**config.mk**
```make
export PLATFORM = sky130hd
export DESIGN_NAME = ir_gesture_mode_selector_core
export DESIGN_NICKNAME = d
export VERILOG_FILES = /design/src/rtl/ir_gms_pkg.sv /design/src/rtl/ir_gms_lane.sv /design/src/rtl/ir_gms_mode.sv /design/src/rtl/ir_gesture_mode_selector_core.sv
export VERILOG_INCLUDE_DIRS = /design/src /design/src/rtl
export SDC_FILE = /design/constraint.sdc
export NUM_CORES = 1
export LEC_CHECK = 0
export BUFFER_PORTS_ARGS = -buffer_cell sky130_fd_sc_hd__buf_2
export CAP_MARGIN = 5
export CORE_MARGIN = 2
export CORE_UTILIZATION = 44
export CTS_CLUSTER_DIAMETER = 200
export DETAILED_ROUTE_END_ITERATION = 8
export GPL_TIMING_DRIVEN = 0
export HOLD_SLACK_MARGIN = 0.03
export PLACE_DENSITY = 0.57
export SETUP_SLACK_MARGIN = 0.4
export SYNTH_ARGS = -nofsm -noshare
export SYNTH_HDL_FRONTEND = slang
export SYNTH_SLANG_ARGS = --single-unit
```
**constraint.sdc**
```tcl
create_clock -name clk -period 16.1 [get_ports clk]
set_clock_uncertainty 0.15 [all_clocks]
set_input_delay 2.415 -clock clk [delete_from_list [all_inputs] [get_ports clk]]
set_output_delay 2.415 -clock clk [all_outputs]
set_load 0.01 [all_outputs]
```
**src/rtl/ir_gesture_mode_selector_core_assert.svh**
```systemverilog
// Assertion macros shared by the IR gesture mode selector RTL.
// Expects a clock named clk and a synchronous reset named rst in scope.
`ifndef IR_GESTURE_MODE_SELECTOR_CORE_ASSERT_SVH
`define IR_GESTURE_MODE_SELECTOR_CORE_ASSERT_SVH

// same-cycle implication
`define IRG_ASSERT_NOW(label, ante, cons) \
  label: assert property (@(posedge clk) disable iff (rst) (ante) |-> (cons)) \
    else $error("ir gesture assertion failed");

// next-cycle implication
`define IRG_ASSERT_NEXT(label, ante, cons) \
  label: assert property (@(posedge clk) disable iff (rst) (ante) |=> (cons)) \
    else $error("ir gesture assertion failed");

`endif

```
**src/rtl/ir_gms_pkg.sv**
```systemverilog
// Shared types, constants and helpers for the IR gesture mode selector.
// No dependencies.
package ir_gms_pkg;

  localparam int NUM_LANES   = 4;
  localparam int LEVEL_W     = 12;
  localparam int HOLD_W      = 16;
  localparam int TIME_W      = 32;
  localparam int CODE_W      = 3;
  localparam int CFG_INDEX_W = 1;
  localparam int CFG_DATA_W  = 16;

  localparam logic [CFG_INDEX_W-1:0] CFG_THRESHOLD = 1'd0;
  localparam logic [CFG_INDEX_W-1:0] CFG_HOLD_TIME = 1'd1;

  localparam logic [LEVEL_W-1:0] THRESHOLD_RST = 12'd1000;
  localparam logic [HOLD_W-1:0]  HOLD_TIME_RST = 16'd1000;

  localparam int LANE_LEFT        = 0;
  localparam int LANE_FRONT_LEFT  = 1;
  localparam int LANE_FRONT_RIGHT = 2;
  localparam int LANE_RIGHT       = 3;

  localparam logic [CODE_W-1:0] CODE_IDLE      = 3'd0;
  localparam logic [CODE_W-1:0] CODE_SPEED     = 3'd1;
  localparam logic [CODE_W-1:0] CODE_DISCOVERY = 3'd2;
  localparam logic [CODE_W-1:0] CODE_MEASURE   = 3'd3;
  localparam logic [CODE_W-1:0] CODE_SNAPSHOT  = 3'd4;

  typedef enum logic [4:0] {
    MODE_IDLE      = 5'b00001,
    MODE_SPEED     = 5'b00010,
    MODE_DISCOVERY = 5'b00100,
    MODE_MEASURE   = 5'b01000,
    MODE_SNAPSHOT  = 5'b10000
  } mode_t;

  typedef struct packed {
    logic              force_mode;
    logic              update;
    logic [CODE_W-1:0] new_mode;
  } upd_cmd_t;

  typedef struct packed {
    logic [CODE_W-1:0] mode;
    logic              changed;
  } result_t;

  function automatic logic [CODE_W-1:0] mode_to_code(mode_t m);
    logic [CODE_W-1:0] c;
    unique case (m)
      MODE_IDLE:      c = CODE_IDLE;
      MODE_SPEED:     c = CODE_SPEED;
      MODE_DISCOVERY: c = CODE_DISCOVERY;
      MODE_MEASURE:   c = CODE_MEASURE;
      MODE_SNAPSHOT:  c = CODE_SNAPSHOT;
      default:        c = CODE_IDLE;
    endcase
    return c;
  endfunction

  function automatic mode_t code_to_mode(logic [CODE_W-1:0] c);
    mode_t m;
    unique case (c)
      CODE_IDLE:      m = MODE_IDLE;
      CODE_SPEED:     m = MODE_SPEED;
      CODE_DISCOVERY: m = MODE_DISCOVERY;
      CODE_MEASURE:   m = MODE_MEASURE;
      CODE_SNAPSHOT:  m = MODE_SNAPSHOT;
      default:        m = MODE_IDLE;
    endcase
    return m;
  endfunction

endpackage

```
**src/rtl/ir_gms_lane.sv**
```systemverilog
// One IR channel qualifier: threshold compare and hold timer.
// Depends on ir_gms_pkg.
module ir_gms_lane
  import ir_gms_pkg::*;
(
  input  logic               clk,
  input  logic               rst,
  input  logic               update,
  input  logic [LEVEL_W-1:0] level,
  input  logic [TIME_W-1:0]  now,
  input  logic [LEVEL_W-1:0] threshold,
  input  logic [HOLD_W-1:0]  hold_time,
  output logic               active
);

  logic [TIME_W-1:0] hold_start;
  logic [TIME_W-1:0] hold_start_next;
  logic [TIME_W-1:0] elapsed;
  logic              above;
  logic              timing;

  assign above   = level > threshold;
  assign timing  = hold_start != '0;
  assign elapsed = now - hold_start;
  assign active  = above && timing && (elapsed >= TIME_W'(hold_time));

  always_comb begin
    hold_start_next = hold_start;
    if (update) begin
      if (!above) begin
        hold_start_next = '0;
      end else if (!timing) begin
        hold_start_next = now;
      end
    end
  end

  always_ff @(posedge clk) begin
    if (rst) begin
      hold_start <= '0;
    end else begin
      hold_start <= hold_start_next;
    end
  end

endmodule

```
**src/rtl/ir_gms_mode.sv**
```systemverilog
// Merge stage: combines lane activity, ready/changed flags and the mode machine.
// Depends on ir_gms_pkg and the assertion macro header.
`include "ir_gesture_mode_selector_core_assert.svh"

module ir_gms_mode
  import ir_gms_pkg::*;
(
  input  logic                 clk,
  input  logic                 rst,
  input  upd_cmd_t             cmd,
  input  logic [NUM_LANES-1:0] active,
  output result_t              result
);

  mode_t state;
  mode_t state_next;
  logic  ready;
  logic  ready_next;
  logic  changed;
  logic  changed_next;
  logic  l, fl, fr, r, any_act, ready_eff;

  assign l         = active[LANE_LEFT];
  assign fl        = active[LANE_FRONT_LEFT];
  assign fr        = active[LANE_FRONT_RIGHT];
  assign r         = active[LANE_RIGHT];
  assign any_act   = |active;
  assign ready_eff = ready || !any_act;

  always_comb begin
    state_next   = state;
    ready_next   = ready;
    changed_next = changed;
    if (cmd.force_mode) begin
      if (cmd.new_mode <= CODE_SNAPSHOT) begin
        state_next = code_to_mode(cmd.new_mode);
      end
    end else if (cmd.update) begin
      ready_next   = ready_eff;
      changed_next = 1'b0;
      if (ready_eff) begin
        unique case (state)
          MODE_IDLE: begin
            if (l && !r && !fl && !fr) begin
              state_next = MODE_SPEED;
            end else if (!l && r && !fl && !fr) begin
              state_next = MODE_DISCOVERY;
            end
          end
          MODE_SPEED, MODE_DISCOVERY: begin
            if (l && r) begin
              state_next = MODE_IDLE;
            end
          end
          MODE_MEASURE: begin
            if (l && r) begin
              state_next = MODE_IDLE;
            end else if (any_act) begin
              state_next = MODE_SNAPSHOT;
            end
          end
          MODE_SNAPSHOT: begin
            if (!any_act) begin
              state_next = MODE_MEASURE;
            end
          end
          default: state_next = state;
        endcase
        // a step that lands in a different mode clears ready and sets changed
        if (state_next != state) begin
          ready_next   = 1'b0;
          changed_next = 1'b1;
        end
      end
    end
  end

  assign result.mode    = mode_to_code(state_next);
  assign result.changed = changed_next;

  always_ff @(posedge clk) begin
    if (rst) begin
      state   <= MODE_IDLE;
      ready   <= 1'b0;
      changed <= 1'b0;
    end else begin
      state   <= state_next;
      ready   <= ready_next;
      changed <= changed_next;
    end
  end

  `IRG_ASSERT_NOW(a_changed_not_ready, changed, !ready)
  `IRG_ASSERT_NEXT(a_force_sets_mode, cmd.force_mode && (cmd.new_mode <= CODE_SNAPSHOT),
                   mode_to_code(state) == $past(cmd.new_mode))
  `IRG_ASSERT_NEXT(a_busy_holds_mode, cmd.update && !ready && any_act, $stable(state))

endmodule

```
**src/rtl/ir_gesture_mode_selector_core.sv**
```systemverilog
// IR gesture mode selector: top level with config registers and result buffer.
// Depends on ir_gms_pkg, ir_gms_lane, ir_gms_mode and the assertion macro header.
//
// Takes one transaction per clock, back to back, while item_stall is low. Four
// lanes qualify the sensor levels against their registered hold timestamps and
// the merge stage steps the mode machine in the same cycle, so each result is
// written into the output buffer on the edge that accepts its item.
// A two-entry output buffer absorbs downstream stalls; item_stall rises only
// when both entries hold results. Config writes are always taken (cfg_ready
// is tied high) and should only occur while the block is idle.
`include "ir_gesture_mode_selector_core_assert.svh"

module ir_gesture_mode_selector_core
  import ir_gms_pkg::*;
(
  input  logic                   clk,
  input  logic                   rst,
  input  logic                   cfg_valid,
  output logic                   cfg_ready,
  input  logic [CFG_INDEX_W-1:0] cfg_index,
  input  logic [CFG_DATA_W-1:0]  cfg_data,
  input  logic                   item_valid,
  output logic                   item_stall,
  input  logic                   action,
  input  logic [LEVEL_W-1:0]     left_mv,
  input  logic [LEVEL_W-1:0]     front_left_mv,
  input  logic [LEVEL_W-1:0]     front_right_mv,
  input  logic [LEVEL_W-1:0]     right_mv,
  input  logic [TIME_W-1:0]      now_ms,
  input  logic [CODE_W-1:0]      new_mode,
  output logic                   result_valid,
  input  logic                   result_stall,
  output logic [CODE_W-1:0]      mode,
  output logic                   mode_changed
);

  logic [LEVEL_W-1:0]   threshold;
  logic [HOLD_W-1:0]    hold_time;
  logic [LEVEL_W-1:0]   levels [NUM_LANES];
  logic [NUM_LANES-1:0] active;
  upd_cmd_t             cmd;
  result_t              res_new;
  result_t              head;
  result_t              skid;
  logic                 head_valid;
  logic                 skid_valid;
  logic                 push;
  logic                 pop;

  assign cfg_ready = 1'b1;

  always_ff @(posedge clk) begin
    if (rst) begin
      threshold <= THRESHOLD_RST;
      hold_time <= HOLD_TIME_RST;
    end else if (cfg_valid && cfg_ready) begin
      unique case (cfg_index)
        CFG_THRESHOLD: threshold <= cfg_data[LEVEL_W-1:0];
        CFG_HOLD_TIME: hold_time <= cfg_data[HOLD_W-1:0];
        default: ;
      endcase
    end
  end

  assign push = item_valid && !item_stall;
  assign pop  = result_valid && !result_stall;

  assign cmd.force_mode = push && action;
  assign cmd.update     = push && !action;
  assign cmd.new_mode   = new_mode;

  assign levels[LANE_LEFT]        = left_mv;
  assign levels[LANE_FRONT_LEFT]  = front_left_mv;
  assign levels[LANE_FRONT_RIGHT] = front_right_mv;
  assign levels[LANE_RIGHT]       = right_mv;

  for (genvar i = 0; i < NUM_LANES; i++) begin : g_lane
    ir_gms_lane u_lane (
      .clk       (clk),
      .rst       (rst),
      .update    (cmd.update),
      .level     (levels[i]),
      .now       (now_ms),
      .threshold (threshold),
      .hold_time (hold_time),
      .active    (active[i])
    );
  end

  ir_gms_mode u_mode (
    .clk    (clk),
    .rst    (rst),
    .cmd    (cmd),
    .active (active),
    .result (res_new)
  );

  always_ff @(posedge clk) begin
    if (rst) begin
      head_valid <= 1'b0;
      skid_valid <= 1'b0;
    end else begin
      priority if (push && !pop) begin
        if (!head_valid) begin
          head_valid <= 1'b1;
        end else begin
          skid_valid <= 1'b1;
        end
      end else if (pop && !push) begin
        head_valid <= skid_valid;
        skid_valid <= 1'b0;
      end else begin
      end
    end
  end

  always_ff @(posedge clk) begin
    priority if (push && !pop) begin
      if (!head_valid) begin
        head <= res_new;
      end else begin
        skid <= res_new;
      end
    end else if (pop && push) begin
      if (skid_valid) begin
        head <= skid;
        skid <= res_new;
      end else begin
        head <= res_new;
      end
    end else if (pop) begin
      head <= skid;
    end else begin
    end
  end

  assign item_stall   = skid_valid;
  assign result_valid = head_valid;
  assign mode         = head.mode;
  assign mode_changed = head.changed;

  `IRG_ASSERT_NOW(a_skid_needs_head, skid_valid, head_valid)
  `IRG_ASSERT_NEXT(a_fill_to_stall, push && !pop && head_valid, item_stall)
  `IRG_ASSERT_NOW(a_mode_in_range, result_valid, mode <= CODE_SNAPSHOT)

endmodule
```
==> reports/summary.log <==
qor: run_status.status complete, no violations
qor: cts.insertion_delay 460 ps
qor: synthesis.synth_nets 2793
qor: sta.timing.final.setup_violations 0
qor: floorplan.chipHeight 204.8 um
qor: synthesis.postSynth.topFlopCell dfxtp_1
qor: setup_path.end_kind flop
qor: synthesis.synth_enable_flop_cells 8
qor: routing.post_drt_via_cell_ratio 5.995
qor: synthesis.post_synth_inst_count 2444
qor: power_and_ir_drop.total_leakage_power 7.557 nW
qor: synthesis.syn_avg_cell_area 7.255 um2
qor: layout.fill_cells 4070
qor: sta.slew-limit-headroom 0.2227
qor: layout.instances_no_fill 3112
qor: routing.route.detailed.drc 0
qor: synthesis.ys_types 93
qor: layout.multi_input_combinational_cell_area 13070 um2
qor: grt.grt_max_degree 17
qor: grt.globalRoute.totalOverflow 0
qor: routing.vias 18656
qor: setup_path.worstSetupStartpointType input pin
qor: sta.grt_setup_unrepaired false
qor: sta.worst_pin_slew 1162 ps
qor: cts.htree_levels 4
qor: setup_path.path_max_fanout 8
qor: synthesis.synth_seq_cells 173
qor: sta.report.final.slew_viol_count 0
qor: layout.most-common-layout-cells nand2_1, a21oi_1, ha_1, inv_1, dfxtp_1
qor: layout.regArea 3543 um2
qor: floorplan.starting_utilization_of_the_core_area 0.4463
qor: cts.ctsLongestPathBuffers 2
qor: floorplan.fp.dieW 204.8 um
qor: routing.dr.first_iter.drc_count 1385
qor: routing.route.final.wire_length 63600 um
qor: layout.num-nets-final 2921
qor: synthesis.ys.warnings.count 0
qor: power_and_ir_drop.worst_ir_drop_vdd 87.89 uV
qor: cts.cts_tree built
qor: setup_path.crit_required 16150 ps
qor: layout.areaGrowthSynthToFinish 10.23%
qor: routing.ant_nets 0
qor: sta.totalNegativeSetupSlack 0 ps
qor: setup_path.worst-endpoint-arrival 8950 ps
qor: power_and_ir_drop.power.density_cell_area 82.07 nW/um2
qor: cts.post_cts_resized 0
qor: grt.initial_antenna_violation_count 2
qor: sta.fin_crit_sh 0.5525
qor: floorplan.std_cell_rows 73
qor: floorplan.die-area 41920 um2
qor: sta.fmax 0.1124 GHz
qor: placed_design.place_congestion 0.9580
qor: placed_design.portBuffers 109
qor: cts.cts.sinks 173
qor: synthesis.synth-async-reset-ratio 0
qor: sta.post-route-min-period 8896 ps
qor: grt.first_global_vias 17262
qor: placed_design.dpl.cell_count 3078
qor: cts.cts.reportedPaths.clkPinSlew 70 ps
qor: synthesis.synth.yosys.seq_area_share 0.1998
qor: cts.cts_hold_fix_bufs 0
qor: layout.final_layout_size_suffix_gt1_frac 0.07234
qor: floorplan.core_area 39730 um2
qor: job.reported_max_cap_violation_count 0
qor: sta.hold_viol 0
qor: floorplan.top_level_ports 113
qor: layout.layout_commonest_cell nand2_1
qor: routing.drt_first_pass_iters 6
qor: cts.post_cts_repair_timing_setup_buffer_count 0
qor: cts.cts-buffers-inserted 17
qor: routing.avgRoutedWirePerCell 20.44 um
qor: cts.cts-root-buf clkbuf_16
qor: placed_design.place_hpwl 49800 um
qor: grt.grt_pass1_wl 97500 um
qor: setup_path.worstSetupPathType in2reg
qor: hold_path.path_class_of_the_lowest_slack_min_delay_path reg2reg
qor: grt.grtUsageTotal 0.3011
qor: synthesis.synth_area 17730 um2
cell families after synthesis:
| group | count (synthesis) | share of synthesized area |
|---|---|---|
| flip-flops | 173 | 0.1998 |
| adder cells (fa/ha/maj) | 243 | 0.1732 |
| other | 1 | 0.0002115 |
| multiplexers | 18 | 0.01044 |
| buffers and inverters | 294 | 0.06315 |
| XOR/XNOR | 85 | 0.04304 |
| AO/OA/AOI/OAI | 734 | 0.2663 |
| AND/OR/NAND/NOR | 896 | 0.2439 |
worst max-delay path, stage by stage:
cell and delay (ps):
buf_2 170, inv_1 200, ha_1 200, inv_1 50, fa_1 400, a21o_1 210
a31o_2 250, a21oi_1 230, o21bai_1 90, a21oi_1 250, o21bai_1 90, a21oi_1 190
xnor2_1 150, ha_1 280, a21o_1 170, a21oi_1 140, nor2_1 50, a2111oi_0 860
nand4_1 180, nor4_1 480, nand4_1 290, a22o_4 370, or3_4 400, a221oi_2 300
a211o_2 240, xor2_1 180, o31ai_1 100
area by class of cell:
cell class / instances / area share
Multi-Input combinational cell: 1977 / 0.6686
Clock buffer: 21 / 0.02253
Sequential cell: 173 / 0.1813
Timing Repair Buffer: 109 / 0.02791
Antenna cell: 2 / 0.0002560
Inverter: 186 / 0.03572
Buffer: 108 / 0.02157
Clock inverter: 11 / 0.008514
Tap cell: 525 / 0.03361
through the flow:
step	instance area, um2	util	hold slack, ps	power (mW)	setup WS, ps
final	19550	0.4920	308.1	1.604	7204
after global routing	19550	0.4920	326.9	1.703	6928
after global placement	18930	0.4766	292.8	1.148	6880
after CTS	19540	0.4918	309.8	1.599	7376
after detailed placement	18930	0.4766	300.8	1.158	6883
after floorplan	17730	-	286.3	0.9598	8491
sequential cells by signal, summed over array words and instances, names as in the netlist, 3 cells and up:
| name | flops |
|---|---|
| skid | 4 |
| u_mode.state | 5 |
| g_lane.u_lane.hold_start | 128 |
| hold_time | 16 |
| threshold | 12 |
| mode | 3 |
routing by layer:
layer  wire, um  vias to the layer above  global-route usage
met1      29330                     8758              0.4032
met5          0                        -                   0
met3       3698                      101             0.04693
met4       2117                        0              0.1082
met2      28460                      623              0.4881
li1           -                     9174                   -
synthesized netlist by cell type (6+ instances only):
cell,number,share of area
a21oi_1,306,0.086
nor4_1,42,0.015
xnor2_1,47,0.023
nand3b_1,13,0.0055
o221ai_1,6,0.0030
o211ai_1,17,0.0072
nor3_1,35,0.0099
and3_1,14,0.0049
nor2_1,130,0.028
a211oi_1,24,0.010
o21bai_1,17,0.0072
a31oi_1,19,0.0067
o21ai_0,99,0.028
or2_2,7,0.0025
a21boi_0,8,0.0034
o2111a_1,6,0.0038
and2_1,18,0.0064
o22ai_1,10,0.0035
nand2b_1,22,0.0078
o21ai_1,6,0.0017
nand4_1,60,0.021
nand3_1,159,0.045
clkbuf_1,102,0.022
a211o_1,15,0.0074
mux2i_1,14,0.0079
or3_1,12,0.0042
nand2_1,325,0.069
o21a_1,46,0.019
a31o_2,7,0.0035
edfxtp_1,8,0.014
or4_1,11,0.0047
o31ai_1,11,0.0047
xor2_1,37,0.018
nor2b_1,21,0.0074
a2111oi_0,11,0.0054
a21o_1,57,0.024
inv_1,186,0.039
dfxtp_1,165,0.19
ha_1,239,0.17
o2111ai_1,12,0.0059
power breakdown:
group	switching, mW	internal (mW)
logic	0.438	0.252
registers	0.0177	0.455
clock network	0.182	0.259
total	0.638	0.966
path summary, 6_finish.rpt:
check / start / endpoint / slack (ps) / cells past startpoint
hold / removal: hold_time[14] / hold_time[14] / 310 / 2
setup / recovery: now_ms[0] / mode[1] / 7200 / 27
hold reg to reg: hold_time[14] / hold_time[14] / 310 / 2
setup reg to reg: g_lane[2].u_lane.hold_start[0] / mode[1] / 9200 / 25
Note: power is estimated with default switching activity, not from simulation.
